--- src/rtl/uartrx_pkg.sv ---
// shared types and constants for the uart receive idle timeout framer
package uartrx_pkg;

    // frame length limit accepted by an arm transfer
    localparam int MAX_FRAME_LEN = 65535;

    localparam int MODE_W   = 2;
    localparam int BYTE_W   = 8;
    localparam int LEN_W    = 16;
    localparam int IDLE_W   = 24;
    localparam int S_DATA_W = 32;
    localparam int M_DATA_W = 40;

    localparam logic [IDLE_W-1:0] IDLE_RESET = IDLE_W'(1000);
    localparam logic [IDLE_W-1:0] IDLE_SAT   = {IDLE_W{1'b1}};

    // item kinds carried on s_tuser
    localparam logic [MODE_W-1:0] MODE_TICK  = 2'd0;
    localparam logic [MODE_W-1:0] MODE_ARM   = 2'd1;
    localparam logic [MODE_W-1:0] MODE_ABORT = 2'd2;

    typedef struct packed {
        logic [MODE_W-1:0] mode;
        logic              rx_valid;
        logic [BYTE_W-1:0] rx_byte;
        logic              parity_error;
        logic              frame_error;
        logic [LEN_W-1:0]  max_length;
    } item_t;

    typedef struct packed {
        logic              arm_accepted;
        logic              byte_valid;
        logic [BYTE_W-1:0] byte_value;
        logic [LEN_W-1:0]  byte_index;
        logic              done_res;
        logic [LEN_W-1:0]  done_length;
    } result_t;

endpackage

--- src/rtl/uartrx_core.sv ---
// frame state registers and the per-item update and result logic
module uartrx_core (
    input  logic                                aclk,
    input  logic                                aresetn,
    input  logic                                step,
    input  uartrx_pkg::item_t                   item,
    input  logic                                cfg_wr_en,
    input  logic [uartrx_pkg::IDLE_W-1:0]       cfg_wr_data,
    output uartrx_pkg::result_t                 result
);

    logic                          active_reg, active_next;
    logic [uartrx_pkg::LEN_W-1:0]  count_reg, count_next;
    logic [uartrx_pkg::LEN_W-1:0]  limit_reg, limit_next;
    logic [uartrx_pkg::IDLE_W-1:0] idle_reg, idle_next;
    logic [uartrx_pkg::IDLE_W-1:0] timeout_reg;

    logic                          good_byte;
    logic [uartrx_pkg::LEN_W-1:0]  count_upd;
    logic [uartrx_pkg::IDLE_W-1:0] idle_upd;
    logic                          arm_ok;

    // count and idle values after a tick
    assign good_byte = item.rx_valid && !item.parity_error && !item.frame_error;
    assign count_upd = good_byte ? count_reg + 1'b1 : count_reg;
    assign idle_upd  = good_byte ? '0 :
                       (idle_reg == uartrx_pkg::IDLE_SAT) ? idle_reg : idle_reg + 1'b1;
    assign arm_ok    = !active_reg && (item.max_length != '0)
                       && (32'(item.max_length) <= uartrx_pkg::MAX_FRAME_LEN);

    // next state and result for the item at the input
    always_comb begin
        active_next = active_reg;
        count_next  = count_reg;
        limit_next  = limit_reg;
        idle_next   = idle_reg;
        result      = '0;
        case (item.mode)
            uartrx_pkg::MODE_ARM: begin
                if (arm_ok) begin
                    active_next         = 1'b1;
                    count_next          = '0;
                    limit_next          = item.max_length;
                    idle_next           = '0;
                    result.arm_accepted = 1'b1;
                end
            end
            uartrx_pkg::MODE_ABORT: begin
                if (active_reg) begin
                    result.done_res    = 1'b1;
                    result.done_length = count_reg;
                end
                active_next = 1'b0;
                count_next  = '0;
                idle_next   = '0;
            end
            uartrx_pkg::MODE_TICK: begin
                if (active_reg) begin
                    result.byte_valid = good_byte;
                    result.byte_value = good_byte ? item.rx_byte : '0;
                    result.byte_index = good_byte ? count_reg : '0;
                    count_next        = count_upd;
                    idle_next         = idle_upd;
                    // completion by length, or by idle line once a byte is in
                    if ((count_upd >= limit_reg)
                        || ((count_upd != '0) && (idle_upd >= timeout_reg))) begin
                        result.done_res    = 1'b1;
                        result.done_length = count_upd;
                        active_next        = 1'b0;
                        count_next         = '0;
                        idle_next          = '0;
                    end
                end
            end
            default: begin
            end
        endcase
    end

    // frame state, updated on each accepted transfer
    always_ff @(posedge aclk) begin
        if (!aresetn) begin
            active_reg <= 1'b0;
            count_reg  <= '0;
            limit_reg  <= '0;
            idle_reg   <= '0;
        end else if (step) begin
            active_reg <= active_next;
            count_reg  <= count_next;
            limit_reg  <= limit_next;
            idle_reg   <= idle_next;
        end
    end

    // idle timeout register
    always_ff @(posedge aclk) begin
        if (!aresetn) begin
            timeout_reg <= uartrx_pkg::IDLE_RESET;
        end else if (cfg_wr_en) begin
            timeout_reg <= cfg_wr_data;
        end
    end

endmodule

--- src/rtl/uart_rx_idle_timeout_framer_unit.sv ---
// top level of the uart receive framer with idle line timeout
// the result of an input transfer is registered and shown on the m_ side in the cycle after it
// throughput: one item per cycle while the m_ side takes results; the output register frees as it is taken
// every input transfer gives exactly one result transfer
// reset (aresetn low, synchronous): frame idle, counters and limit cleared,
// idle timeout back to 1000 ticks, output register empty
module uart_rx_idle_timeout_framer_unit (
    input  logic                                  aclk,
    input  logic                                  aresetn,
    // slave side
    input  logic                                  s_tvalid,
    output logic                                  s_tready,
    // rx_valid, rx_byte, parity_error, frame_error, max_length, zero pad
    input  logic [uartrx_pkg::S_DATA_W-1:0]       s_tdata,
    // mode
    input  logic [uartrx_pkg::MODE_W-1:0]         s_tuser,
    // master side
    output logic                                  m_tvalid,
    input  logic                                  m_tready,
    // byte_value, byte_index, done_length
    output logic [uartrx_pkg::M_DATA_W-1:0]       m_tdata,
    // arm_accepted, byte_valid
    output logic [1:0]                            m_tuser,
    // done_res
    output logic                                  m_tlast,
    // configuration
    input  logic                                  cfg_wr_en,
    input  logic [uartrx_pkg::IDLE_W-1:0]         cfg_wr_data
);

    uartrx_pkg::item_t   item;
    uartrx_pkg::result_t result;
    uartrx_pkg::result_t out_reg;
    logic                out_valid_reg;
    logic                step;

    // unpack the input transfer
    always_comb begin
        item.mode         = s_tuser;
        item.rx_valid     = s_tdata[0];
        item.rx_byte      = s_tdata[8:1];
        item.parity_error = s_tdata[9];
        item.frame_error  = s_tdata[10];
        item.max_length   = s_tdata[26:11];
    end

    assign s_tready = !out_valid_reg || m_tready;
    assign step     = s_tvalid && s_tready;

    uartrx_core u_core (
        .aclk        (aclk),
        .aresetn     (aresetn),
        .step        (step),
        .item        (item),
        .cfg_wr_en   (cfg_wr_en),
        .cfg_wr_data (cfg_wr_data),
        .result      (result)
    );

    // output register valid
    always_ff @(posedge aclk) begin
        if (!aresetn) begin
            out_valid_reg <= 1'b0;
        end else if (s_tready) begin
            out_valid_reg <= s_tvalid;
        end
    end

    // output register payload
    always_ff @(posedge aclk) begin
        if (step) begin
            out_reg <= result;
        end
    end

    assign m_tvalid = out_valid_reg;
    assign m_tdata  = {out_reg.done_length, out_reg.byte_index, out_reg.byte_value};
    assign m_tuser  = {out_reg.byte_valid, out_reg.arm_accepted};
    assign m_tlast  = out_reg.done_res;

endmodule

--- config.mk ---
export PLATFORM = sky130hd
export DESIGN_NAME = uart_rx_idle_timeout_framer_unit
export DESIGN_NICKNAME = d
export VERILOG_FILES = /design/src/rtl/uartrx_pkg.sv /design/src/rtl/uartrx_core.sv /design/src/rtl/uart_rx_idle_timeout_framer_unit.sv
export SDC_FILE = /design/constraint.sdc
export NUM_CORES = 1
export LEC_CHECK = 0
export BUFFER_PORTS_ARGS = -buffer_cell sky130_fd_sc_hd__clkbuf_2
export CELL_PAD_IN_SITES_DETAIL_PLACEMENT = 0
export CELL_PAD_IN_SITES_GLOBAL_PLACEMENT = 1
export CORE_MARGIN = 1.5
export CORE_UTILIZATION = 40
export CTS_BUF_LIST = sky130_fd_sc_hd__clkbuf_16
export DETAILED_ROUTE_END_ITERATION = 8
export PLACE_DENSITY = 0.8
export SETUP_SLACK_MARGIN = 0.5
export SYNTH_ARGS = -nofsm -noshare
export SYNTH_HDL_FRONTEND = slang
export SYNTH_SLANG_ARGS = --single-unit
--- constraint.sdc ---
create_clock -name aclk -period 3.9 [get_ports aclk]
set_input_delay 0.195 -clock aclk [delete_from_list [all_inputs] [get_ports aclk]]
set_output_delay 0.195 -clock aclk [all_outputs]
set_load 0.03 [all_outputs]
* After elaboration in Yosys (flattened, before gate mapping)
Index checks and enable logic that the tools add are counted.
** Word-level totals
- Flip-flop bits (word level) :: 125
- Output and inout port bits :: 45
- Logic and storage cells :: 61
** Operators by class
- $add $sub $neg :: 2
- Magnitude comparators :: 2
- Eq/ne operators :: 5
- Mux-type cells :: 20
- Reduce and logical (&&, ||, !) cells :: 20
** Operator list (count)
- $mux 24 :: 5
- $pmux 24 s3 :: 1
- $mux 16 :: 4
- $mux 17 :: 3
- $pmux 16 s3 :: 1
- $pmux 17 s2 :: 1
- $reduce_bool 16->1 :: 2
- $add 24x1->24 const B :: 1
- $eq 24x24->1 const B :: 1
- $ge 24x24->1 :: 1
- $add 16x1->16 const B :: 1
- $ge 16x16->1 :: 1
- $reduce_and 3->1 :: 3
- $logic_and 1x1->1 :: 5
- $logic_not 1->1 :: 4
- $mux 1 :: 4
- $ne 2x1->1 const B :: 2
- $reduce_and 4->1 :: 1
- $pmux 1 s3 :: 1
- $reduce_bool 3->1 :: 1
- $eq 2x1->1 const B :: 1
- $eq 2x2->1 const B :: 1
- $logic_not 2->1 :: 1
- $logic_or 1x1->1 :: 2
- $reduce_and 2->1 :: 1

* Longest topological paths before layout
Gate-level depths: netlist of run 1.
- Word-level depth :: 10
- Mapped depth :: 19

* Cells and area by module
Synthesis of run 1 repeated with hierarchy kept, for this count alone.
** Unflattened totals
- Cell total of the unflattened synthesis :: 733
- Area total of the unflattened synthesis :: 7015.5 um2
** By module, submodules not included
- uartrx_core :: times used 1, cells an instance 685, area an instance 5666.7 um2
- uart_rx_idle_timeout_framer_unit :: times used 1, cells an instance 48, area an instance 1348.8 um2

* Worst setup path before layout of run 1
Ideal clock, no wire load.
- Path kind :: register to register
- Start point :: register u_core.idle_reg[2] (netlist name)
- End point :: register out_reg (netlist bit m_tdata[29]) (data pin)
- Setup time :: 0.266 ns
- Data arrival time :: 3.545 ns
- Slack :: 0.089 ns
- Cell stages (with the launch flop) :: 20
- Path buffers :: 3
- Period minus slack after synthesis :: 3.811 ns
- Cell sequence :: dfxtp_1 > and3_1 > nand4_1 > or4_1 > clkbuf_1 > and3_1 > clkbuf_1 > nand2_1 > xor2_1 > nor2_1 > ha_1 > nand4_1 > nor3_1 > a22oi_1 > o211ai_1 > a31o_2 > a31o_2 > clkbuf_1 > a22oi_1 > nor2_1
** RTL lines
- from (decl) :: RTL line uartrx_core.sv:15 : logic [uartrx_pkg::IDLE_W-1:0] idle_reg, idle_next;
- from (signal assigned) :: RTL line uartrx_core.sv:91 : idle_reg <= idle_next;
- to (signal assigned) :: RTL line uart_rx_idle_timeout_framer_unit.sv:72 : out_reg <= result;
- to (decl) :: RTL line uart_rx_idle_timeout_framer_unit.sv:33 : uartrx_pkg::result_t out_reg;

* Worst setup path in the final report of run 1
- Start point :: register u_core.idle_reg[10] (netlist name)
- End point :: register u_core.idle_reg[17] (netlist name)
** On the way
- Cells in the longest elaborated chain, start to end :: 9
** Ends and longest elaborated chain
- $add 24x1->24 / $eq 24x24->1 (equally long branches) :: RTL line uartrx_core.sv:27 : (idle_reg == uartrx_pkg::IDLE_SAT) ? idle_reg : idle_reg + 1'b1;
- $mux 24 (*) :: RTL line uartrx_core.sv:27
- $mux 24 (*) :: RTL line uartrx_core.sv:26 : assign idle_upd = good_byte ? '0 :
- $ge 24x24->1 :: RTL line uartrx_core.sv:66 : || ((count_upd != '0) && (idle_upd >= timeout_reg))) begin
- $logic_and 1x1->1 :: RTL line uartrx_core.sv:66
- $logic_or 1x1->1 :: RTL line uartrx_core.sv:66
- $mux 24 (*) :: RTL line uartrx_core.sv:65 : if ((count_upd >= limit_reg)
- $mux 24 (*) :: RTL line uartrx_core.sv:58 : if (active_reg) begin
- $pmux 24 s3 (*) :: RTL line uartrx_core.sv:38 : case (item.mode)
Every way passes the cells marked *; elsewhere a longest branch is shown, timed or not. The select of a mux whose other input is x is not followed.
A chain may end at the register's enable or synchronous reset.

==> out/qor.log, run 1 <==
INFO  outcome        outcome=finished, final reports clean
INFO  yosys          synth_seq_cells=125
INFO  worst_setup_path critical-path-top-delay-family=simple AND/OR/NAND/NOR gates
INFO  yosys          synth.yosys.warnings=0
INFO  worst_setup_path endpoint_kind=register
INFO  yosys          dominantRegCellSynth=sky130_fd_sc_hd__dfxtp_1
INFO  sta            finalWorstSetupSlack=60.5ps
INFO  worst_setup_path critical_path_class=reg2reg
INFO  yosys          synth_xor_area_frac=0.0389
INFO  finish         drive_gt1_frac=0.364
INFO  global_route   first_pass_grt_wire_length=28600um
INFO  floorplan      floorplan.rows=48
INFO  routing        route.final.wire_length=18200um
INFO  yosys          cells_after_synthesis=747
INFO  yosys          netlist-cell-type-count=57
INFO  worst_setup_path launching_element_type_of_the_critical_path=register
INFO  routing        drt_pre_antenna_iters=5
INFO  power          power_density=345nW/um^2
INFO  yosys          synth_commonest_cells=82 x sky130_fd_sc_hd__dfxtp_1, 57 x sky130_fd_sc_hd__nand2_1, 53 x sky130_fd_sc_hd__nor2_1, 51 x sky130_fd_sc_hd__inv_1, 43 x sky130_fd_sc_hd__edfxtp_1
INFO  sta            post-route-period-util=0.984
INFO  worst_setup_path timing.critical_path.buf_inv=2
INFO  cts            cts.sink_count=125
INFO  worst_setup_path worstPathMaxFanout=5
INFO  sta            tightestPinTransition=919ps
INFO  routing        post-route-drc-count=0
INFO  power          netSwitchingPower=0.828mW
INFO  worst_setup_path arrival=4150ps
INFO  cts            cts_made_buffers=17
INFO  min_path       hold_path_end=u_core.timeout_reg[5]
INFO  floorplan      start_util=0.406
INFO  min_path       holdCritPathClass=in2reg
INFO  worst_setup_path setup.reg_to_reg.worst_slack=60ps
INFO  finish         regArea=2950squm
INFO  cts            clk_root_buffer_cell=sky130_fd_sc_hd__clkbuf_16
INFO  yosys          synth_enable_flop_cells=43
INFO  sta            finalHoldViolations=0
INFO  power          power.static_leakage=4.35nW
INFO  worst_setup_path reg2regPathDepth=18
INFO  routing        antenna_left=0
INFO  worst_setup_path cp_slowest_stage_delay=580ps
INFO  yosys          cells_taking_the_most_area_after_synthesis=sky130_fd_sc_hd__dfxtp_1 24%, sky130_fd_sc_hd__edfxtp_1 19%, sky130_fd_sc_hd__ha_1 7.5%, sky130_fd_sc_hd__mux2i_1 5.2%, sky130_fd_sc_hd__a32o_1 3.7%
INFO  sta            fin_skew=11.3ps
INFO  finish         antenna_cells=0
INFO  power          sequentialPowerShare=0.428
INFO  global_route   first_global_vias=5724
INFO  finish         design.final.nets=1037
INFO  sta            rsz0062_at_grt=yes
INFO  job            cap_viol_max_count=0
INFO  floorplan      design.die.area=18200squm
INFO  place          routabilityCongestion=0.884
INFO  routing        routed_wire_length_per_instance=15.6um
INFO  cts            worst_skew_pair.late_latency=420ps
INFO  min_path       min-delay-start=cfg_wr_data[5]
INFO  power          total_power=3.28mW
INFO  global_route   antenna_found_initial=0
INFO  sta            post-route-min-period=3840ps
INFO  place          post_dp_hpwl=12600um
INFO  routing        initialDrtViolationCount=401
INFO  routing        vias=6118
INFO  cts            cts_tree=done
INFO  yosys          synth-simple-area-share=0.212
INFO  floorplan      core_area=17200squm
INFO  sta            setup_viol=0
INFO  yosys          post_synth.cell_area_avg=9.33squm
INFO  floorplan      die_w=135um
INFO  cts            cts.clk_slew.worst_paths=60ps
INFO  cts            clk_path_buf_depth=2
INFO  place          port-buffer-count=102
INFO  finish         multi_input_area=4030squm
INFO  place          place_ws=-88.0ps
INFO  floorplan      die_y=135um
INFO  worst_setup_path cp_cell_sequence=and4_4 -> nand2_4 -> or4_4 -> and3_4 -> nand2_4 -> xor2_2 -> nor2_2 -> ha_1 -> nand4_1 -> buf_4 -> nor3_4 -> a21oi_2 -> o211ai_1 -> a31o_2 -> a211o_4 -> buf_6 -> nor2_2 -> a221o_1
INFO  power          vdd_ir_drop_max=279uV
INFO  worst_setup_path reg2reg_to=u_core.idle_reg[17]
INFO  yosys          synth_area_leader_cell=sky130_fd_sc_hd__dfxtp_1
INFO  power          sw_frac_of_total=0.252
INFO  power          power.share.combinational=0.102
INFO  yosys          synthMostInstantiatedCell=sky130_fd_sc_hd__dfxtp_1
INFO  power          clock_power_share=0.469
INFO  yosys          main_combinational_cell_family_by_area_after_synthesis=simple AND/OR/NAND/NOR gates
INFO  finish         largest_reg_flops=40
INFO  worst_setup_path worstPathRequired=4210ps
INFO  yosys          synth_fa_ha_area_frac=0.0754
INFO  power          internal_power=2.45mW
INFO  finish         area_growth_syn_to_layout=36.1%
INFO  yosys          synth.yosys.seq_area_share=0.421
INFO  global_route   grt_max_degree=60
INFO  sta            max_freq=260MHz
INFO  worst_setup_path crit-reg2reg-launch=u_core.idle_reg[10]
INFO  global_route   overflow=0
INFO  global_route   grt_util_all_layers=0.202
INFO  yosys          proportion_of_netlist_area_held_by_the_largest_area_contributor=0.235
INFO  min_path       timing.hold.worst_path_depth=3
INFO  finish         fillerInstances=1610
INFO  cts            maximum_level_of_the_cts_h_tree=4
INFO  worst_setup_path crit_slowest_cell=sky130_fd_sc_hd__or4_4
INFO  yosys          syn-num-nets=852
INFO  yosys          synth-compound-area-share=0.144
INFO  floorplan      boundaryPins=108
INFO  yosys          ys_async_sr_fraction=0
INFO  sta            worst_slew_margin_rel=0.386
INFO  sta            report.final.slew_viol_count=0
INFO  yosys          netlist_area_before_placement=6970squm
INFO  routing        drt-vias-per-instance=5.23
INFO  yosys          synth_mux_area_frac=0.0517
==> cells by family (layout without fill, tap and decap cells) <==
group | after synthesis | count (layout)
compound gates | 136 | 137
buf+inv | 102 | 299
flops | 125 | 125
mux | 36 | 36
simple gates | 275 | 275
xor+xnor | 31 | 31
fa+ha+maj | 42 | 42
==> routing by layer <==
| layer | wire, um | GRT usage | part of all wire |
|---|---|---|---|
| met3 | 667 | 0.0465 | 0.037 |
| met4 | 374 | 0.0717 | 0.021 |
| met5 | 0 | 0 | 0 |
| met1 | 7870 | 0.236 | 0.43 |
| met2 | 9300 | 0.361 | 0.51 |
==> worst max path at each step <==
stage / from / to / cells after the start
2_1_floorplan: u_core.idle_reg[10] / m_tdata[29] / 19
3_3_place_gp: u_core.idle_reg[4] / m_tdata[24] / 17
3_5_place_dp: u_core.idle_reg[13] / m_tdata[24] / 16
4_1_cts: u_core.idle_reg[10] / m_tlast / 18
5_1_grt: u_core.idle_reg[4] / m_tlast / 19
6_report: u_core.idle_reg[10] / u_core.idle_reg[17] / 18
==> layout by cell type, fill, tap and decap left out, types with 5 or more instances in the layout <==
cell                        count
sky130_fd_sc_hd__clkbuf_2     102
sky130_fd_sc_hd__buf_4         98
sky130_fd_sc_hd__dfxtp_1       70
sky130_fd_sc_hd__nand2_1       53
sky130_fd_sc_hd__inv_1         51
sky130_fd_sc_hd__nor2_1        47
sky130_fd_sc_hd__edfxtp_1      43
sky130_fd_sc_hd__ha_1          40
sky130_fd_sc_hd__nor2b_1       39
sky130_fd_sc_hd__mux2i_1       36
sky130_fd_sc_hd__and3_1        31
sky130_fd_sc_hd__a32o_1        26
sky130_fd_sc_hd__clkbuf_16     17
sky130_fd_sc_hd__a21oi_1       16
sky130_fd_sc_hd__nand3_1       15
sky130_fd_sc_hd__nand4_1       14
sky130_fd_sc_hd__xor2_1        13
sky130_fd_sc_hd__a21o_1        13
sky130_fd_sc_hd__xnor2_1       11
sky130_fd_sc_hd__dfxtp_2       11
sky130_fd_sc_hd__a22oi_2       10
sky130_fd_sc_hd__a21oi_2        9
sky130_fd_sc_hd__nor3_1         9
sky130_fd_sc_hd__o21ai_0        9
sky130_fd_sc_hd__o211ai_1       9
sky130_fd_sc_hd__or2_2          8
sky130_fd_sc_hd__buf_6          8
sky130_fd_sc_hd__nor4_1         7
sky130_fd_sc_hd__o21ai_2        7
sky130_fd_sc_hd__nor2_2         6
sky130_fd_sc_hd__nor3_2         5
sky130_fd_sc_hd__xor2_2         5
sky130_fd_sc_hd__o21bai_1       5
==> timing repair <==
action	4_1_cts	5_1_grt
endpoints found under the hold margin	4	0
gates resized for setup	27	54
endpoints found under the setup margin	58	58
buffers inserted	11	11
hold buffers	4	0
pin swaps	22	19
cloned	2	0
==> tightest hold or removal path, stage by stage <==
cell and delay [ps]:
sky130_fd_sc_hd__clkbuf_2 70, sky130_fd_sc_hd__nand2_1 60, sky130_fd_sc_hd__o211ai_1 70
==> power by group through the flow <==
stage	registers, mW	clock network (mW)	logic (mW)
floorplan	1.48	0	0.158
global placement	1.43	0	0.315
detailed placement	1.43	0	0.319
CTS	1.41	1.56	0.328
global route	1.41	1.62	0.363
finish	1.40	1.54	0.335
==> through the flow <==
step | util | hold WS [ps] | area (sq um) | TNS (ps) | instances
after global routing | 0.553 | 20.5 | 9490 | -5600 | 1170
after global placement | 0.487 | 413 | 8360 | -69.2 | 1110
after floorplan | - | 325 | 7130 | 0 | 747
final | 0.553 | 11.7 | 9490 | 0 | 1170
after CTS | 0.536 | 0.915 | 9210 | 0 | 1159
after detailed placement | 0.487 | 416 | 8360 | -374 | 1110
==> layout make-up <==
type / instances / share of cell area
Multi-Input combinational cell: 521 / 0.425
Sequential cell: 125 / 0.311
Timing Repair Buffer: 216 / 0.154
Clock buffer: 17 / 0.0448
Tap cell: 225 / 0.0297
Inverter: 51 / 0.0202
Clock inverter: 15 / 0.0156
No activity file was read; power rests on OpenSTA's default activity.
==> inputs of run 2 (changes only) <==
--- a/config.mk
+++ b/config.mk
@@ -5,11 +5,10 @@
 export SDC_FILE = /design/constraint.sdc
 export NUM_CORES = 1
 export LEC_CHECK = 0
+export ABC_AREA = 1
 export BUFFER_PORTS_ARGS = -buffer_cell sky130_fd_sc_hd__clkbuf_2
-export CELL_PAD_IN_SITES_DETAIL_PLACEMENT = 0
-export CELL_PAD_IN_SITES_GLOBAL_PLACEMENT = 1
 export CORE_MARGIN = 1.5
-export CORE_UTILIZATION = 40
+export CORE_UTILIZATION = 52
 export CTS_BUF_LIST = sky130_fd_sc_hd__clkbuf_16
 export DETAILED_ROUTE_END_ITERATION = 8
 export PLACE_DENSITY = 0.8
==> run 2 against run 1 <==
  * Sequential share of layout area up 3.2 points
  * Synthesized cell count is 27% higher
  * Sequential power about the same
  * Setup slack improved by 600 ps
  * Critical endpoint is now m_tdata[35]
  * Largest cell class unchanged
  * Hold slack worse by 8.5 ps
  * Via count is 11% higher
  * Wire length shrank 4.0%
  * Count of clock-buffer cells in the layout did not move
  * Utilization up 9.5 points
  * Clock power about the same
==> out/qor.log, run 2 <==
INFO  routing        antenna_left=0
INFO  yosys          post_synth.cell_area_avg=7.53squm
INFO  cts            cts_tree=done
INFO  sta            tightestPinTransition=1260ps
INFO  cts            cts.clk_slew.worst_paths=60ps
INFO  job            cap_viol_max_count=0
INFO  sta            worst_slew_margin_rel=0.158
INFO  worst_setup_path launching_element_type_of_the_critical_path=register
INFO  power          power.static_leakage=3.83nW
INFO  global_route   overflow=0
INFO  finish         multi_input_area=3630squm
INFO  cts            cts_made_buffers=17
INFO  global_route   grt_util_all_layers=0.239
INFO  sta            fin_skew=9.86ps
INFO  yosys          cells_taking_the_most_area_after_synthesis=sky130_fd_sc_hd__dfxtp_1 23%, sky130_fd_sc_hd__edfxtp_1 18%, sky130_fd_sc_hd__nand2_1 9.0%, sky130_fd_sc_hd__a21oi_1 7.6%, sky130_fd_sc_hd__ha_1 7.4%
INFO  power          vdd_ir_drop_max=282uV
INFO  sta            post-route-min-period=3240ps
INFO  sta            finalHoldViolations=0
INFO  power          power_density=389nW/um^2
INFO  finish         area_growth_syn_to_layout=20.9%
INFO  routing        topRoutingLayerUsed=met4
INFO  cts            clk_path_buf_depth=2
INFO  outcome        outcome=finished, final reports clean
INFO  min_path       holdCritPathClass=in2reg
INFO  sta            post-route-period-util=0.830
INFO  yosys          synth_commonest_cells=171 x sky130_fd_sc_hd__nand2_1, 136 x sky130_fd_sc_hd__inv_1, 108 x sky130_fd_sc_hd__a21oi_1, 82 x sky130_fd_sc_hd__dfxtp_1, 74 x sky130_fd_sc_hd__nor2_1
INFO  place          post_dp_hpwl=11900um
INFO  floorplan      floorplan.rows=42
INFO  cts            maximum_level_of_the_cts_h_tree=4
INFO  yosys          synth_seq_cells=125
INFO  cts            worst_skew_pair.late_latency=420ps
INFO  yosys          dominantRegCellSynth=sky130_fd_sc_hd__dfxtp_1
INFO  yosys          synth.yosys.seq_area_share=0.412
INFO  place          port-buffer-count=102
INFO  finish         design.final.nets=1150
INFO  yosys          netlist_area_before_placement=7120squm
INFO  floorplan      die_y=120um
INFO  yosys          synth_area_leader_cell=sky130_fd_sc_hd__dfxtp_1
INFO  global_route   first_pass_grt_wire_length=27700um
INFO  finish         leading_cell_type_in_the_layout_fill_and_taps_excluded=sky130_fd_sc_hd__nand2_1
INFO  sta            setup_viol=0
INFO  finish         regArea=2950squm
INFO  finish         leading_cell_types_in_the_layout_fill_and_taps_excluded=168 x sky130_fd_sc_hd__nand2_1, 133 x sky130_fd_sc_hd__inv_1, 105 x sky130_fd_sc_hd__a21oi_1
INFO  yosys          proportion_of_netlist_area_held_by_the_largest_area_contributor=0.230
INFO  finish         final_core_utilization=0.647
INFO  worst_setup_path worstPathMaxFanout=7
INFO  worst_setup_path worstPathRequired=4060ps
INFO  routing        detailroute.wirelength.met3=1020um
INFO  yosys          netlist-cell-type-count=33
INFO  sta            rsz0062_at_grt=no
INFO  finish         largest_reg_flops=40
INFO  worst_setup_path critical_path_class=reg2reg
INFO  routing        drt-vias-per-instance=5.48
INFO  routing        initialDrtViolationCount=637
INFO  routing        post-route-drc-count=0
INFO  yosys          synth.yosys.warnings=0
INFO  yosys          synthMostInstantiatedCell=sky130_fd_sc_hd__nand2_1
INFO  routing        routed_wire_length_per_instance=14.2um
INFO  yosys          ys_async_sr_fraction=0
INFO  yosys          cells_after_synthesis=946
INFO  worst_setup_path endpoint_kind=register
INFO  routing        met1Wirelength=6930um
INFO  floorplan      die_w=120um
INFO  routing        route.final.wire_length=17500um
INFO  sta            report.final.slew_viol_count=0
INFO  place          routabilityCongestion=0.957
INFO  global_route   grt_max_degree=48
INFO  worst_setup_path arrival=3400ps
INFO  cts            clk_root_buffer_cell=sky130_fd_sc_hd__clkbuf_16
INFO  yosys          syn-num-nets=1051
INFO  cts            cts.sink_count=125
INFO  finish         drive_gt1_frac=0.201
INFO  routing        dr_wl_met2=8980um
INFO  finish         fillerInstances=1097
INFO  yosys          synth_enable_flop_cells=43
INFO  global_route   antenna_found_initial=0
INFO  sta            max_freq=309MHz
INFO  routing        drt_pre_antenna_iters=6
INFO  global_route   first_global_vias=6056
INFO  routing        vias=6765
INFO  floorplan      start_util=0.536
INFO  floorplan      core_area=13300squm
INFO  finish         antenna_cells=0
INFO  floorplan      design.die.area=14400squm
INFO  floorplan      boundaryPins=108
INFO  sta            sum_of_negative_setup_slack=0ps
run 2: cell count changes after synthesis, sizes merged, moves of 12 or more:
| cell | delta |
|---|---|
| nand4 | +39 |
| a21o | -13 |
| a32o | -26 |
| a21oi | +82 |
| and3 | -35 |
| mux2i | -36 |
| nand2 | +122 |
| o21ai | +51 |
| nor2 | +28 |
| xor2 | -12 |
| nor2b | -39 |
| inv | +85 |
| nand3 | +45 |
run 2: power breakdown:
group	switching [mW]	leakage [nW]	internal [mW]	total [mW]
registers	0.0146	1.12	1.39	1.41
logic	0.271	2.43	0.112	0.383
clock network	0.571	0.286	0.989	1.56
run 2: repair_timing:
item                                    4_1_cts  5_1_grt
pin swaps                                     1       12
hold buffers                                  5        0
buffers inserted                              1        2
gates resized for setup                       6       55
endpoints found under the setup margin       41       58
gates cloned                                  0        3
hold endpoints to repair                      5        0
run 2: path summary, 6_finish.rpt:
| check | startpoint | slack [ps] | to | cells past startpoint |
|---|---|---|---|---|
| max reg2reg | u_core.idle_reg[1] | 660 | m_tdata[35] | 20 |
| min reg2reg | u_core.timeout_reg[10] | 460 | u_core.timeout_reg[10] | 2 |
| max | u_core.idle_reg[1] | 660 | m_tdata[35] | 20 |
| min | cfg_wr_data[7] | 3 | u_core.timeout_reg[7] | 3 |
run 2: cell families (layout without fill, tap and decap cells):
family,Yosys count,count (layout),share of synthesized area
buffers and inverters,179,290,0.102
adders and majority gates,42,42,0.0738
and+or+nand+nor,399,400,0.258
DFF,125,125,0.412
xor gates and xnor gates,11,11,0.0135
AOI/OAI and AO/OA,190,190,0.141
run 2: metrics by stage:
step	power (mW)	worst slack (ps)	cell area, sq um	std cells	hold WS (ps)
floorplan	1.67	794	7120	946	317
global placement	1.78	346	7710	1191	408
detailed placement	1.78	245	7710	1191	416
CTS	3.33	523	8380	1229	0.540
global route	3.46	466	8610	1234	10.2
finish	3.35	663	8610	1234	3.29
run 2: layer usage:
metal / up-vias / GRT usage
met2: 275 / 0.431
met1: 3045 / 0.276
met5: - / 0
li1: 3387 / -
met4: 0 / 0.101
met3: 58 / 0.0452
run 2: final cells by class:
cell class | count | share of cell area
clock inverter | 15 | 0.0180
timing repair buffer | 121 | 0.0826
clock buffer | 17 | 0.0494
inverter | 137 | 0.0597
sequential | 125 | 0.343
multi-input combinational | 643 | 0.422
tap | 176 | 0.0256
run 2: worst max-delay path, stage by stage, from the launching register on:
cell and delay [ps]:
sky130_fd_sc_hd__dfxtp_4 370, sky130_fd_sc_hd__ha_4 190, sky130_fd_sc_hd__nand3_1 120, sky130_fd_sc_hd__inv_2 110, sky130_fd_sc_hd__nand3_2 100, sky130_fd_sc_hd__inv_1 80
sky130_fd_sc_hd__nand2_2 80, sky130_fd_sc_hd__buf_6 170, sky130_fd_sc_hd__nand3_1 100, sky130_fd_sc_hd__nand2_1 60, sky130_fd_sc_hd__inv_1 100, sky130_fd_sc_hd__ha_1 260
sky130_fd_sc_hd__a21oi_1 160, sky130_fd_sc_hd__o21a_1 130, sky130_fd_sc_hd__nor2_1 40, sky130_fd_sc_hd__nor2_1 150, sky130_fd_sc_hd__nand4_1 210, sky130_fd_sc_hd__nand2_4 240
sky130_fd_sc_hd__nand2_8 110, sky130_fd_sc_hd__nand2_8 110, sky130_fd_sc_hd__o21ai_0 80
==> inputs of run 3 (changes only) <==
--- a/config.mk
+++ b/config.mk
@@ -8,10 +8,10 @@
 export ABC_AREA = 1
 export BUFFER_PORTS_ARGS = -buffer_cell sky130_fd_sc_hd__clkbuf_2
 export CORE_MARGIN = 1.5
-export CORE_UTILIZATION = 52
+export CORE_UTILIZATION = 58
 export CTS_BUF_LIST = sky130_fd_sc_hd__clkbuf_16
 export DETAILED_ROUTE_END_ITERATION = 8
-export PLACE_DENSITY = 0.8
+export PLACE_DENSITY = 0.84
 export SETUP_SLACK_MARGIN = 0.5
 export SYNTH_ARGS = -nofsm -noshare
 export SYNTH_HDL_FRONTEND = slang
==> constraint.sdc (replaced) <==
create_clock -name aclk -period 3.1 [get_ports aclk]
set_input_delay 0.155 -clock aclk [delete_from_list [all_inputs] [get_ports aclk]]
set_output_delay 0.155 -clock aclk [all_outputs]
set_load 0.03 [all_outputs]
==> run 3 against run 2 <==
  * Fmax decreased by 9.2%
  * Total power up 38%
  * Sequential power rose by 26%
  * The run now ends with hold timing, setup timing left
  * First-iteration DRC count increased by 26%
  * Combinational power up 52%
==> out/qor.log, run 3 (synthesized netlist as in run 2, its figures left out) <==
INFO  outcome        outcome=complete, but fails checks
INFO  outcome        violations=hold timing, setup timing
INFO  place          routabilityCongestion=0.961
INFO  global_route   antenna_found_initial=0
INFO  worst_setup_path cp_cell_sequence=nand2_2 -> nor2_1 -> nand3_2 -> nor2_4 -> inv_1 -> o21ai_0 -> a21oi_1 -> ha_1 -> nand4_1 -> nor3_2 -> nand4_1 -> nand4_1 -> nand2_4 -> nand2_8 -> buf_12 -> nand3_1 -> o31ai_1
INFO  floorplan      start_util=0.593
INFO  worst_setup_path crit-reg2reg-launch=u_core.idle_reg[11]
INFO  sta            fin_skew=8.73ps
INFO  worst_setup_path critical_path_class=reg2reg
INFO  finish         drive_gt1_frac=0.344
INFO  routing        route.final.wire_length=23200um
INFO  worst_setup_path reg2regPathDepth=17
INFO  sta            worst_slew_margin_rel=0.401
INFO  worst_setup_path reg2reg_to=m_tdata[39]
INFO  cts            cts_made_buffers=17
INFO  routing        post-route-drc-count=0
INFO  sta            setup_viol=58
INFO  global_route   grt_util_all_layers=0.316
INFO  worst_setup_path endpoint=m_tdata[39]
INFO  finish         design.final.nets=1237
INFO  global_route   grt_max_degree=43
INFO  global_route   first_global_vias=6934
INFO  power          power.static_leakage=4.42nW
INFO  worst_setup_path crit_slowest_cell=sky130_fd_sc_hd__dfxtp_2
INFO  finish         antenna_cells=0
INFO  cts            cts.clk_slew.worst_paths=60ps
INFO  power          power_density=469nW/um^2
INFO  floorplan      core_area=12000squm
INFO  sta            finalWorstSetupSlack=-464ps
INFO  worst_setup_path worstPathMaxFanout=5
INFO  finish         leading_cell_type_in_the_layout_fill_and_taps_excluded=sky130_fd_sc_hd__nand2_1
INFO  sta            hold-worst-slack=-6.56ps
INFO  floorplan      floorplan.rows=40
INFO  cts            clk_path_buf_depth=2
INFO  sta            report.final.slew_viol_count=0
INFO  global_route   grtUsageMet1=0.365
INFO  min_path       min-delay-start=s_tdata[11]
INFO  finish         layout.cell_area.non_filler=9860squm
INFO  finish         largest_reg_flops=40
INFO  min_path       holdCritPathClass=in2reg
INFO  routing        drt_pre_antenna_iters=7
INFO  routing        drt-vias-per-instance=6.00
INFO  global_route   grtUsageMet3=0.0680
INFO  worst_setup_path crit_path_start=u_core.idle_reg[11]
INFO  floorplan      die_y=114um
INFO  worst_setup_path arrival=3810ps
INFO  finish         fillerInstances=672
INFO  cts            clk_root_buffer_cell=sky130_fd_sc_hd__clkbuf_16
INFO  worst_setup_path launching_element_type_of_the_critical_path=register
INFO  routing        vias=7753
INFO  finish         area_growth_syn_to_layout=38.4%
INFO  global_route   overflow=0
INFO  sta            post-route-min-period=3560ps
INFO  routing        routed_wire_length_per_instance=17.9um
INFO  power          vdd_ir_drop_max=354uV
INFO  worst_setup_path cp_slowest_stage_delay=390ps
INFO  sta            max_freq=281MHz
INFO  sta            finalHoldViolations=1
INFO  place          post_dp_hpwl=12900um
INFO  sta            tightestPinTransition=897ps
INFO  global_route   grt_use_met2=0.544
INFO  worst_setup_path setup.reg_to_reg.worst_slack=-460ps
INFO  cts            cts.sink_count=125
INFO  worst_setup_path crit_path_frequent_cell=sky130_fd_sc_hd__nand4_1
INFO  sta            post-route-period-util=1.15
INFO  routing        initialDrtViolationCount=804
INFO  worst_setup_path endpoint_kind=register
INFO  place          port-buffer-count=102
INFO  job            cap_viol_max_count=0
INFO  routing        antenna_left=0
INFO  floorplan      boundaryPins=108
INFO  place          instance_area_after_placement=8260squm
INFO  sta            rsz0062_at_grt=yes
INFO  cts            maximum_level_of_the_cts_h_tree=4
INFO  cts            cts_tree=done
INFO  global_route   first_pass_grt_wire_length=32200um
INFO  floorplan      design.die.area=13000squm
INFO  floorplan      die_w=114um
INFO  global_route   grt_most_used_layer=met2
INFO  finish         leading_cell_types_in_the_layout_fill_and_taps_excluded=150 x sky130_fd_sc_hd__nand2_1, 119 x sky130_fd_sc_hd__inv_1, 102 x sky130_fd_sc_hd__clkbuf_2
INFO  finish         final_core_utilization=0.821
INFO  cts            worst_skew_pair.late_latency=440ps
INFO  worst_setup_path worstPathRequired=3340ps
[run 3: changes by cell type in the layout (fill, tap and decap cells not counted), moves of 9 or more]
| cell | previous run | this run |
|---|---|---|
| sky130_fd_sc_hd__nand2_1 | 168 | 150 |
| sky130_fd_sc_hd__nand2_2 | 7 | 19 |
| sky130_fd_sc_hd__buf_4 | 9 | 82 |
| sky130_fd_sc_hd__ha_4 | 1 | 12 |
| sky130_fd_sc_hd__inv_2 | 4 | 15 |
| sky130_fd_sc_hd__nor2_4 | 4 | 13 |
| sky130_fd_sc_hd__buf_6 | 2 | 13 |
| sky130_fd_sc_hd__ha_1 | 41 | 29 |
| sky130_fd_sc_hd__inv_1 | 133 | 119 |
| sky130_fd_sc_hd__nand3_1 | 58 | 47 |
| sky130_fd_sc_hd__dfxtp_1 | 69 | 58 |
| sky130_fd_sc_hd__nor2_1 | 68 | 57 |
| sky130_fd_sc_hd__o21ai_0 | 59 | 49 |
[run 3: worst min path at each step]
stage,endpoint,cells after the start
detailed placement,u_core.timeout_reg[9],3
CTS,u_core.limit_reg[0],3
global route,u_core.limit_reg[0],3
global placement,u_core.timeout_reg[6],3
floorplan,u_core.timeout_reg[3],2
finish,u_core.limit_reg[0],3
[run 3: routing by layer]
| metal | vias up | part of all wire |
|---|---|---|
| met5 | - | 0 |
| li1 | 3555 | - |
| met2 | 480 | 0.49 |
| met4 | 0 | 0.054 |
| met1 | 3599 | 0.37 |
| met3 | 119 | 0.084 |
[run 3: what timing repair did]
item,in CTS,in global routing
pin swaps,26,34
endpoints found under the setup margin,58,58
hold endpoints to repair,8,0
buffers inserted,13,11
cloned,1,2
resized for setup,68,107
hold buffers,8,0
[run 3: report_power, final]
group | internal [mW] | switching (mW) | leakage (nW)
Clock | 1.50 | 0.769 | 0.320
Sequential | 1.75 | 0.0183 | 1.12
Combinational | 0.185 | 0.396 | 2.97
[run 3: per-stage QoR]
stage | setup TNS, ps | power, mW | setup WS (ps) | hold slack [ps] | std cells
after floorplan | 0 | 2.11 | 330 | 277 | 946
after global placement | -20.2 | 2.26 | -12.0 | 368 | 1225
after detailed placement | -1520 | 2.27 | -116 | 373 | 1225
after CTS | 0 | 4.53 | 102 | 1.01 | 1279
after global routing | -29290 | 4.72 | -590 | 7.53 | 1292
final | -21050 | 4.62 | -464 | -6.56 | 1292
[run 3: area by class of cell]
type | count | area [sq um] | share of cell area
multi-input combinational | 643 | 4090 | 0.415
tap | 147 | 184 | 0.0187
sequential | 125 | 2980 | 0.302
clock buffer | 17 | 425 | 0.0432
timing repair buffer | 208 | 1400 | 0.142
inverter | 137 | 533 | 0.0541
clock inverter | 15 | 246 | 0.0250
[run 3: critical path: cells and delay by family, from the launching register on]
kind                       cells  cell delay [ps]
and+or+nand+nor               11             1850
AOI/OAI and AO/OA              3              600
DFF                            1              390
adders and majority gates      1              310
buffers and inverters          2              200
